**src/rtl/rgrg_pkg.sv**
```systemverilog
package rgrg_pkg;

    localparam int DATA_WIDTH_DEF = 16;
    localparam int FRAC_BITS_DEF  = 14;
    localparam int RADIUS_W       = 17;
    localparam int COS_W          = 16;
    localparam int SIN_W          = 16;
    localparam int RECON_W        = 32;

endpackage

```
**src/rtl/rgrg_sqrt.sv**
```systemverilog
module rgrg_sqrt
    import rgrg_pkg::*;
#(
    parameter int MAG_W = 16,
    parameter int TAG_W = 8
) (
    input  logic                 aclk,
    input  logic                 aresetn,
    input  logic                 en,
    input  logic                 in_valid,
    input  logic [2*MAG_W:0]     in_sq,
    input  logic [TAG_W-1:0]     in_tag,
    output logic                 out_valid,
    output logic [MAG_W+1:0]     out_root,
    output logic [TAG_W-1:0]     out_tag
);

    localparam int SQ_W = 2 * MAG_W + 2;
    localparam int RT_W = MAG_W + 1;
    localparam int NS   = RT_W;

    logic [SQ_W-1:0]  rem_reg  [NS+1];
    logic [RT_W-1:0]  root_reg [NS+1];
    logic [SQ_W-1:0]  val_reg  [NS+1];
    logic [TAG_W-1:0] tag_reg  [NS+1];
    logic             vld_reg  [NS+1];

    always_ff @(posedge aclk) begin
        if (en) begin
            rem_reg[0]  <= '0;
            root_reg[0] <= '0;
            val_reg[0]  <= {1'b0, in_sq};
            tag_reg[0]  <= in_tag;
        end
        if (!aresetn) begin
            vld_reg[0] <= 1'b0;
        end else if (en) begin
            vld_reg[0] <= in_valid;
        end
    end

    for (genvar i = 0; i < NS; i++) begin : g_step
        logic [SQ_W-1:0] rem_next;
        logic [RT_W-1:0] root_next;
        always_comb begin
            rem_next  = {rem_reg[i][SQ_W-3:0], val_reg[i][SQ_W-1 -: 2]};
            root_next = {root_reg[i][RT_W-2:0], 1'b0};
            if (SQ_W'({root_reg[i], 2'b01}) <= rem_next) begin
                rem_next  = rem_next - SQ_W'({root_reg[i], 2'b01});
                root_next = {root_reg[i][RT_W-2:0], 1'b1};
            end
        end
        always_ff @(posedge aclk) begin
            if (en) begin
                rem_reg[i+1]  <= rem_next;
                root_reg[i+1] <= root_next;
                val_reg[i+1]  <= {val_reg[i][SQ_W-3:0], 2'b00};
                tag_reg[i+1]  <= tag_reg[i];
            end
            if (!aresetn) begin
                vld_reg[i+1] <= 1'b0;
            end else if (en) begin
                vld_reg[i+1] <= vld_reg[i];
            end
        end
    end

    assign out_valid = vld_reg[NS];
    assign out_tag   = tag_reg[NS];
    assign out_root  = (rem_reg[NS] > SQ_W'(root_reg[NS])) ?
                       {1'b0, root_reg[NS]} + 1'b1 : {1'b0, root_reg[NS]};

endmodule

```
**config.mk**
```make
export PLATFORM = sky130hd
export DESIGN_NAME = rgrg_sqrt
export DESIGN_NICKNAME = d
export VERILOG_FILES = /design/src/rtl/rgrg_pkg.sv /design/src/rtl/rgrg_sqrt.sv
export SDC_FILE = /design/constraint.sdc
export NUM_CORES = 2
export LEC_CHECK = 0
export CAP_MARGIN = 20
export CORE_MARGIN = 10
export CORE_UTILIZATION = 45
export CTS_CLUSTER_DIAMETER = 120
export DETAILED_ROUTE_END_ITERATION = 10
export DONT_BUFFER_PORTS = 1
export GPL_TIMING_DRIVEN = 0
export PLACE_DENSITY_LB_ADDON = 0.25
export REMOVE_ABC_BUFFERS = 1
export SYNTH_ARGS = -nofsm -noshare
export SYNTH_HDL_FRONTEND = slang
export SYNTH_SLANG_ARGS = --single-unit
```
**constraint.sdc**
```tcl
create_clock -name aclk -period 4.5 [get_ports aclk]
set_clock_uncertainty 0.2 [all_clocks]
set_input_delay 0.225 -clock aclk [delete_from_list [all_inputs] [get_ports aclk]]
set_output_delay 0.225 -clock aclk [all_outputs]
set_load 0.05 [all_outputs]
```
# Word-level counts from Yosys, hierarchy flattened
# Memory sizes are Yosys's and may differ from the RTL's.
# Index checks and enable logic that the tools add are counted.
# totals
reg_bits	0
ramBits	1692
input_bits	45
output_inout_bits	27
word_cells	117
memories	5
# mem_list
memory	depth	word_bits	read_ports	rd_ports_with_merged_regs	write_ports	line_no	source
rem_reg	18	34	18	0	18	rgrg_sqrt.sv:22	logic [SQ_W-1:0] rem_reg [NS+1];
val_reg	18	34	17	0	18	rgrg_sqrt.sv:24	logic [SQ_W-1:0] val_reg [NS+1];
root_reg	18	17	18	0	18	rgrg_sqrt.sv:23	logic [RT_W-1:0] root_reg [NS+1];
tag_reg	18	8	18	0	18	rgrg_sqrt.sv:25	logic [TAG_W-1:0] tag_reg [NS+1];
vld_reg	18	1	18	0	18	rgrg_sqrt.sv:26	logic vld_reg [NS+1];
# classes
n_addsub	18
magnitude_cmp	18
muxes	58
bitwise_logic	18
# op_table
op	n
$le A19 B34 Y1	17
$mux W34	17
$sub A34 B19 Y34	17
$mux W1	40
$gt A34 B17 Y1	1
$add A17 B1 Y18 const B	1
$mux W18	1
$or A1 B1 Y1	18

# Logic depth before layout (Yosys ltp)
# logic_depth
depth_word	4
mapped_depth	12
mapped_depth_nobuf	10

# Worst setup path after synthesis
# OpenSTA, ideal clock, no wires.
# synth_timing
path_type	reg-to-output
start	mem root_reg[17][3] (netlist bit)
end	out out_root[1]
arrival_time_ps	2826
required_time_ps	4075
path_slack_ps	1249
path_stages_with_launch	10
path_buffers	1
path_cell_list	edfxtp_1 -> inv_1 -> ha_1 -> a211oi_1 -> nor2_1 -> o31ai_1 -> o211ai_1 -> a21o_1 -> buf_1 -> o21ai_0
# synth_rtl
element	line_no	source
start: declaration	rgrg_sqrt.sv:23	
end: declaration	rgrg_sqrt.sv:14	output logic [MAG_W+1:0] out_root,

==> impl_metrics.yaml <==
outcome:
  status: "finished, final reports clean"
detailed_routing:
  drc_errors: 0
  dr.pass1.iters: 5
  wl_per_cell_um: 14.79
  vias: 28450
  drt-total-wl_um: 81590
  drtAntennaViolNets: 0
  drt_iter0_drc: 1542
  viasPerCell: 5.158
critical_path:
  end_kind: "register"
  critPathArrivalTime_ns: 4.28
  startpoint_type: "input port"
  crit_top_cell: "buf_16"
  required_ns: 4.61
  crit_chain: "dlygate4sd3_1 -> buf_16 -> buf_16 -> buf_16 -> buf_16 -> nand2b_1"
  slowest_stage: "dlygate4sd3_1"
  criticalPathCategory: "in -> reg"
  max_stage_delay_ns: 0.82
  path_max_fanout: 219
grt:
  antenna_found_initial: 0
  grt_first_pass_wirelength_um: 133500
  first_global_vias: 28060
  grt_overflow: 0
  grtUsageTotal: 0.1258
  grt_max_degree: 1114
die:
  coreArea_um2: 110800
  start_util: 0.4543
  die_w_um: 354.5
  rows: 122
  dieArea_um2: 125600
  die_h_um: 354.5
  io-pin-count: 72
synthesis:
  syn_inst: 3774
  synth_area_leaders: "edfxtp_1 (66%), ha_1 (4.7%), xnor2_1 (3.7%), xor2_1 (3.4%), nand2_1 (1.9%)"
  yosys.cell_count.top_type: "edfxtp_1"
  yosys_warnings: 0
  synth_top_area_cell: "edfxtp_1"
  ys_top_cells_by_count: "edfxtp_1 (1111), nand2_1 (257), inv_1 (238)"
  ys.flop_type: "edfxtp_1"
  async_flop_share: 0
  synth_seq_cells: 1112
  synth.distinct_cells: 83
  syn_avg_cell_area_um2: 13.34
  yosysTopAreaCellShare: 0.6627
  synth_edf_count: 1111
  synth-seq-area-share: 0.6631
  syn-cell-area_um2: 50340
place:
  place.port_buffers: 0
  gp_congestion: 0.8814
  dpl.hpwl_um: 53620
  postPlaceCellArea_um2: 52060
clock_tree:
  clock_sinks: 1112
  clock_path_buffers: 3
  numCtsBuffers: 117
  htreeDepth: 3
  clk_latency_ns: 0.73
  cts_root_buf: "clkbuf_16"
  cts_tree: "yes"
  clk_pin_slew_ns: 0.06
final_layout:
  fin_area_um2: 57000
  synthToLayoutAreaGrowth_pct: 13.22
  antenna_cells: 0
  largest_register_ffs: 492
  n_fill_cell: 9379
  final_nets: 4165
  drive_above_1_share: 0.06581
  finalCoreUtilization: 0.5143
pwr:
  p_leak_nw: 20.78
  ir_drop_mv: 0.3415
  pwr_density_cell_nw_per_um2: 440.5
sta:
  drv_slew: 0
  layout_min_cycle_time_ns: 4.174
  timing.fmax_ghz: 0.2396
  rsz0062_at_grt: "no"
  relSlewSlack: 0.2489
  hold_violations: 0
  worstMarginPinSlew_ns: 1.119
  fin_crit_sh: 0.9275
  setup_viol_count_final: 0
run:
  cap_violations: 0
worst_hold_path:
  hp-class: "in -> reg"
==> placed cells by master, fill, tap and decap left out, drive strengths merged, types with 32 or more instances in the layout <==
| cell type | synthesis | routed |
|---|---|---|
| a21o | 42 | 42 |
| a21oi | 170 | 170 |
| and3 | 35 | 35 |
| clkbuf | 50 | 146 |
| clkinv | 0 | 51 |
| dlygate4sd3 | 0 | 85 |
| edfxtp | 1111 | 1111 |
| ha | 188 | 188 |
| inv | 239 | 244 |
| nand2 | 257 | 257 |
| nand2b | 56 | 56 |
| nand3 | 79 | 79 |
| nand4 | 48 | 48 |
| nor2 | 225 | 225 |
| nor2b | 32 | 32 |
| nor3 | 160 | 160 |
| nor4 | 87 | 87 |
| o21a | 35 | 35 |
| o21ai | 165 | 165 |
| or3 | 48 | 48 |
| or4 | 35 | 35 |
| xnor2 | 213 | 213 |
| xor2 | 196 | 196 |
==> metal layers <==
layer	GRT usage	wire (um)
met5	0	0
met4	0.06320	3738
met3	0.02461	2926
met2	0.2382	43650
met1	0.1306	31280
==> stage by stage <==
step | setup TNS, ns | power, mW | hold WS, ns | instances | setup WS (ns)
floorplan | -0.03289 | 15.24 | 0.1239 | 3711 | -0.03289
global placement | -27.28 | 15.83 | 0.1240 | 5199 | -1.277
detailed placement | 0 | 15.90 | 0.1239 | 5205 | 0.3432
CTS | 0 | 25.24 | -0.4655 | 5503 | 0.06492
global route | 0 | 26.34 | 0.07160 | 5515 | 0.02722
finish | 0 | 25.11 | 0.08351 | 5515 | 0.3262
==> cell families (layout without fill, tap and decap cells) <==
group           after synthesis  in the layout  share of synthesized area
other cells                   1              1                 0.00007449
compound gates              565            565                    0.06969
simple gates               1180           1180                     0.1226
mux                          17             17                   0.003679
flops                      1112           1112                     0.6631
fa+ha+maj                   188            188                    0.04673
xor+xnor                    409            409                    0.07116
buf+inv                     302            555                    0.02297
==> worst paths after layout <==
path / startpoint / to / slack (ns) / cells after the start
worst max-delay path: en / vld_reg[15] / 0.33 / 6
worst min-delay path: aresetn / vld_reg[0] / 0.08 / 1
worst max register to register: rem_reg[16][16] / rem_reg[17][25] / 0.41 / 8
worst min register to register: val_reg[4][30] / val_reg[5][32] / 0.19 / 0
==> worst max-delay path: cells and delay by family <==
family	cells	cell delay, ns
buffers and inverters	5	2.85
and+or+nand+nor	1	0.76
==> layout make-up <==
type | instances | area [um2] | share of cell area
Clock buffer | 145 | 3033 | 0.05321
Clock inverter | 69 | 685.7 | 0.01203
Inverter | 239 | 897.1 | 0.01574
Multi-Input combinational cell | 2360 | 15920 | 0.2793
Sequential cell | 1112 | 33380 | 0.5857
Tap cell | 1488 | 1862 | 0.03266
Timing Repair Buffer | 102 | 1220 | 0.02140
==> timing repair <==
item | CTS | global route
buffers inserted | 0 | 0
resized for setup | 0 | 12
hold buffers | 84 | 5
endpoints found under the hold margin | 630 | 43
setup endpoints to repair | 0 | 29
==> power breakdown <==
part	internal [mW]	switching, mW
registers	12.6	0.570
clock network	5.26	3.88
logic	1.20	1.61
Power figures use the tool's default switching activity.
