<file path="config.mk">
export PLATFORM = sky130hd
export DESIGN_NAME = rgrg_div
export DESIGN_NICKNAME = d
export VERILOG_FILES = /design/src/rtl/rgrg_pkg.sv /design/src/rtl/rgrg_div.sv
export SDC_FILE = /design/constraint.sdc
export NUM_CORES = 2
export LEC_CHECK = 0
export BUFFER_PORTS_ARGS = -buffer_cell sky130_fd_sc_hd__buf_2
export CORE_MARGIN = 4
export CORE_UTILIZATION = 62
export CTS_CLUSTER_DIAMETER = 40
export DETAILED_ROUTE_END_ITERATION = 10
export GPL_TIMING_DRIVEN = 1
export PLACE_DENSITY = 0.78
export SLEW_MARGIN = 10
export SYNTH_ARGS = -nofsm -noshare
export SYNTH_HDL_FRONTEND = slang
export SYNTH_SLANG_ARGS = --single-unit
</file>
<file path="constraint.sdc">
create_clock -name aclk -period 3.7 [get_ports aclk]
set_input_delay 0 -clock aclk [delete_from_list [all_inputs] [get_ports aclk]]
set_output_delay 0 -clock aclk [all_outputs]
set_load 0.005 [all_outputs]
</file>
<file path="src/rtl/rgrg_pkg.sv">
package rgrg_pkg;

    localparam int DATA_WIDTH_DEF = 16;
    localparam int FRAC_BITS_DEF  = 14;
    localparam int RADIUS_W       = 17;
    localparam int COS_W          = 16;
    localparam int SIN_W          = 16;
    localparam int RECON_W        = 32;

endpackage

</file>
<file path="src/rtl/rgrg_div.sv">
module rgrg_div
    import rgrg_pkg::*;
#(
    parameter int NUM_W = 32,
    parameter int DEN_W = 18,
    parameter int TAG_W = 8
) (
    input  logic              aclk,
    input  logic              aresetn,
    input  logic              en,
    input  logic              in_valid,
    input  logic [NUM_W-1:0]  in_num,
    input  logic [DEN_W-1:0]  in_den,
    input  logic [TAG_W-1:0]  in_tag,
    output logic              out_valid,
    output logic [NUM_W-1:0]  out_quo,
    output logic [TAG_W-1:0]  out_tag
);

    localparam int REM_W = DEN_W + 1;

    logic [REM_W-1:0] rem_reg [NUM_W+1];
    logic [NUM_W-1:0] num_reg [NUM_W+1];
    logic [DEN_W-1:0] den_reg [NUM_W+1];
    logic [TAG_W-1:0] tag_reg [NUM_W+1];
    logic             vld_reg [NUM_W+1];

    always_ff @(posedge aclk) begin
        if (en) begin
            rem_reg[0] <= '0;
            num_reg[0] <= in_num + NUM_W'(in_den >> 1);
            den_reg[0] <= in_den;
            tag_reg[0] <= in_tag;
        end
        if (!aresetn) begin
            vld_reg[0] <= 1'b0;
        end else if (en) begin
            vld_reg[0] <= in_valid;
        end
    end

    for (genvar i = 0; i < NUM_W; i++) begin : g_step
        logic [REM_W:0]   part;
        logic [REM_W-1:0] rem_next;
        logic [NUM_W-1:0] num_next;
        always_comb begin
            part     = {rem_reg[i], num_reg[i][NUM_W-1]};
            num_next = {num_reg[i][NUM_W-2:0], 1'b0};
            rem_next = part[REM_W-1:0];
            if (part >= (REM_W+1)'(den_reg[i])) begin
                rem_next    = REM_W'(part - (REM_W+1)'(den_reg[i]));
                num_next[0] = 1'b1;
            end
        end
        always_ff @(posedge aclk) begin
            if (en) begin
                rem_reg[i+1] <= rem_next;
                num_reg[i+1] <= num_next;
                den_reg[i+1] <= den_reg[i];
                tag_reg[i+1] <= tag_reg[i];
            end
            if (!aresetn) begin
                vld_reg[i+1] <= 1'b0;
            end else if (en) begin
                vld_reg[i+1] <= vld_reg[i];
            end
        end
    end

    assign out_valid = vld_reg[NUM_W];
    assign out_quo   = num_reg[NUM_W];
    assign out_tag   = tag_reg[NUM_W];

endmodule

</file>
# Yosys cells after proc, flatten, opt, wreduce, memory -nomap -nowiden

Memories as Yosys holds them, arrays and structs flattened.
Index checks and enable logic that the tools add are counted.

Register bits: 0
Latch bits: 0
Bits in writable memories: 2574
Memory bits (read-only): 0
Input port bits: 62
Output and inout port bits: 41
Logic and storage cells: 205
Memories kept: 5

Memory list:

| name    | depth | bits a word | rd ports | clocked after Yosys merged registers in | wr ports | line           | RTL |
|---|---|---|---|---|---|---|---|
| num_reg | 33    | 32          | 33       | 0                                       | 33       | rgrg_div.sv:23 | `logic [NUM_W-1:0] num_reg [NUM_W+1];` |
| rem_reg | 33    | 19          | 32       | 0                                       | 33       | rgrg_div.sv:22 | `logic [REM_W-1:0] rem_reg [NUM_W+1];` |
| den_reg | 33    | 18          | 32       | 0                                       | 33       | rgrg_div.sv:24 | `logic [DEN_W-1:0] den_reg [NUM_W+1];` |
| tag_reg | 33    | 8           | 33       | 0                                       | 33       | rgrg_div.sv:25 | `logic [TAG_W-1:0] tag_reg [NUM_W+1];` |
| vld_reg | 33    | 1           | 33       | 0                                       | 33       | rgrg_div.sv:26 | `logic vld_reg [NUM_W+1];` |

Add/sub/neg operators: 33
$mul: 0
Div/mod/pow operators: 0
Order comparisons: 32
Equality and inequality tests: 0
Shifts and indexed selects: 0
Muxes and demuxes: 102
Bitwise logic cells: 33
Reductions and logical operators: 0

Operator list:

| cell           | number |
|---|---|
| $ge 20x18->1   | 32 |
| $mux 19        | 32 |
| $sub 19x18->19 | 32 |
| $mux 1         | 70 |
| $or 1x1->1     | 33 |
| $add 32x17->32 | 1 |

# Longest topological paths before layout

Depth after elaboration: 4
Depth in mapped cells: 13
Depth with buffers taken out: 12

# Worst setup path after synthesis

OpenSTA, ideal clock, no wires.

Path kind: register -> register
Start: mem den_reg[14][0] (netlist: den_reg[0][252])
End: mem rem_reg[0][294] (netlist name), data pin
Setup time: 0.260 ns
Arrival: 2.666 ns
Required time: 3.440 ns
Path slack: 0.774 ns
Cell stages (with the launch flop): 11
Buffers on the path: 1
Clock period less this slack: 2.926 ns
Cell sequence: edfxtp_1 > ha_1 > fa_1 > nor2b_1 > o31a_1 > o21ai_0 > a211oi_1 > o22ai_2 > a22oi_2 > buf_2 > mux2_2

RTL lines:

| item        | line |
|---|---|
| from (decl) | rgrg_div.sv:24 |
| to (decl)   | rgrg_div.sv:22 |

==> impl_metrics.tcl <==
set metrics [dict create \
    status "finished, final reports clean" \
    largest_reg_flops 1056 \
    synth-edff-count 2517 \
    grt_max_degree 110 \
    dr.pass1.iters 6 \
    rr_startpoint "num_reg[0][223]" \
    rsz0062_at_grt "no" \
    hold_class "in2reg" \
    slowest_stage "dlygate4sd3_1" \
    cts_buffers 346 \
    drc 0 \
    syn_nets 8806 \
    clock_latency_ns 0.93 \
    ys.warnings.count 0 \
    start_kind "primary input" \
    fmax_mhz 284 \
    slowest_delay_ns 0.59 \
    powerDensity_nw_per_um2 833 \
    r2r_end "rem_reg[0][151]" \
    period_minus_slack_ns 3.52 \
    grt_first_pass_wirelength_um 359000 \
    period_share 0.951 \
    synthFlopType "edfxtp_1" \
    cp.arrival_ns 4.17 \
    yosys_register_bits 2518 \
    setup_ws_ns 0.180 \
    power_mw 108 \
    post-synth-top-area-cell "edfxtp_1" \
    gp_congestion 0.939 \
    worstSetupPathType "in2reg" \
    finClkSkew_ns 0.0455 \
    leakage_nw 50.0 \
    critPathMaxFanout 5 \
    vias_per_cell 5.89 \
    path_cells "dlygate4sd3_1 > buf_2 > dlygate4sd3_1 > ha_1 > fa_1 > a211oi_1 > nor2_1 > o221ai_2 > or3_1 > a221oi_4 > a31oi_1 > buf_4 > nor2_1 > xor2_1 > dlygate4sd3_1" \
    fp.dieH_um 434 \
    crit_buf_inv 5 \
    wirelength_um 225000 \
    die-area_um2 188000 \
    num_rows 155 \
    finalSetupViolCount 0 \
    drv_slew 0 \
    nNetsFinal 9357 \
    drv_cap 0 \
    synth_area_leaders "edfxtp_1, ha_1, a21oi_1, inv_1, o21ai_0" \
    hold-path-endpoint "num_reg[0][22]" \
    antenna_found_initial 2 \
    io_pins 103 \
    whs_path_depth 5 \
    dp_hpwl_um 147000 \
    die_w_um 434 \
    root_buffer "clkbuf_16" \
    drive_above_1_share 0.113 \
    worst_r2r_path_depth 11 \
    final.setup.tns_ns 0 \
    crit_top_cell "dlygate4sd3_1" \
    grt_pass1_vias 66500 \
    endpoint_kind "flop" \
    wl_per_cell_um 19.9 \
    hold_viol_final 0 \
    seq_area_frac_synth 0.673 \
    syn_to_final_growth_pct 15.2 \
    cts_tree "built" \
    r2r_slack_ns 0.19 \
    critPathTopFamily "buffers and inverters" \
    ir_worst_vdd_mv 0.511 \
    io_buffers 102 \
    grt_overflow 0 \
    dr.first_iter.drc_count 6202 \
    hp-start "in_num[21]" \
    htree_num_levels 5 \
    grt.total_usage 0.240 \
    start_util 0.626 \
    final_util 0.721 \
    synth_area_per_cell_um2 13.8 \
    core_region_area_um2 179000 \
    cts.sinks 2518 \
    max_slew_margin 0.298 \
    ant_nets 0 \
    netlist_instances 8136 \
    syn_area_um2 112000 \
    async_flop_share 0 \
    synth_top_cell_area_share 0.673 \
    timing_worst_slew_pin_value_ns 1.05 \
    pre_cts_ws_ns 0.307 \
    cts_buffer_depth 4 \
    crit_required_ns 4.35 \
    synth_cell_types 82 \
    routed-via-count 66600 \
    clkSlewWorstSetupHoldPaths_ns 0.06 \
]
-- cell usage in the layout, fill, tap and decap left out, drive strengths merged, types with 194 or more instances in the layout --
master	netlist	layout
a21o	194	194
a21oi	561	561
buf	28	228
clkbuf	125	385
edfxtp	2517	2517
ha	577	577
inv	717	778
nand2	487	487
nor2	455	455
o21ai	516	516
xnor2	228	228
-- cell families after synthesis --
group	Yosys count	share of synthesized area
multiplexers	191	0.0190
AO/OA/AOI/OAI	1940	0.109
XOR/XNOR	419	0.0327
AND/OR/NAND/NOR	1590	0.0667
buffers and inverters	870	0.0295
flip-flops	2518	0.673
adder cells (fa/ha/maj)	608	0.0698
-- stage by stage --
stage	cells	hold slack [ns]	cell area, um^2
2_1_floorplan	8136	0.0989	112000
3_3_place_gp	10600	0.178	116000
3_5_place_dp	10600	0.178	116000
4_1_cts	11300	0.0699	129000
5_1_grt	11300	0.153	129000
6_report	11300	0.140	129000
-- where the power goes --
| group | switching, mW | internal, mW |
|---|---|---|
| clock | 12.5 | 20.3 |
| combinational | 19.0 | 14.4 |
| sequential | 2.81 | 38.6 |
-- cell type report --
| cell class | count | area, um^2 |
|---|---|---|
| sequential | 2518 | 75600 |
| fill | 11300 | 49900 |
| multi-input combinational | 4748 | 33400 |
| clock buffer | 385 | 8900 |
| timing repair buffer | 356 | 3090 |
| tap | 2355 | 2950 |
| inverter | 717 | 2690 |
| clock inverter | 234 | 2600 |
| antenna | 3 | 7.51 |
-- cells in the mapped netlist (43+ instances only) --
cell	number
and3_1	80
a21oi_1	561
clkbuf_1	124
xor2_1	191
o21ai_0	512
edfxtp_1	2517
xnor2_1	228
o21bai_1	44
nand2b_1	87
o31a_1	44
o21a_1	136
nor2b_1	95
nand3_1	88
ha_1	577
nand2_1	487
a211oi_1	53
nor3_1	78
a21o_1	194
nor2_1	455
nand4_1	77
a31oi_1	76
o211ai_1	43
mux2_2	156
inv_1	717
-- metal layers --
layer / vias to the layer above / routed length [um] / GRT usage
met3: 583 / 11400 / 0.0348
met1: 32300 / 96200 / 0.324
met4: 0 / 8280 / 0.0892
li1: 31700 / - / -
met2: 2095 / 109000 / 0.399
met5: - / 0 / 0
-- what timing repair did --
action                                  4_1_cts  5_1_grt
endpoints found under the setup margin        0        6
hold buffers                                128        0
buffers inserted                              0        0
gates resized for setup                       0        4
hold endpoints to repair                    971        0
-- worst min-delay path: stages --
cell	delay, ns
dlygate4sd3_1	0.52
buf_2	0.15
inv_1	0.06
nor2_1	0.06
xor2_1	0.15
-- worst max-delay path by stage --
stage | startpoint | endpoint | slack, ns | cells past startpoint
2_1_floorplan | den_reg[0][252] | rem_reg[0][294] | 0.77 | 10
3_3_place_gp | num_reg[0][511] | rem_reg[0][309] | 0.41 | 10
3_5_place_dp | num_reg[0][223] | rem_reg[0][151] | 0.31 | 11
4_1_cts | in_den[1] | num_reg[0][30] | 0.20 | 15
5_1_grt | num_reg[0][223] | rem_reg[0][151] | 0.05 | 11
6_report | in_den[1] | num_reg[0][30] | 0.18 | 15
Note: power is estimated with default switching activity, not from simulation.
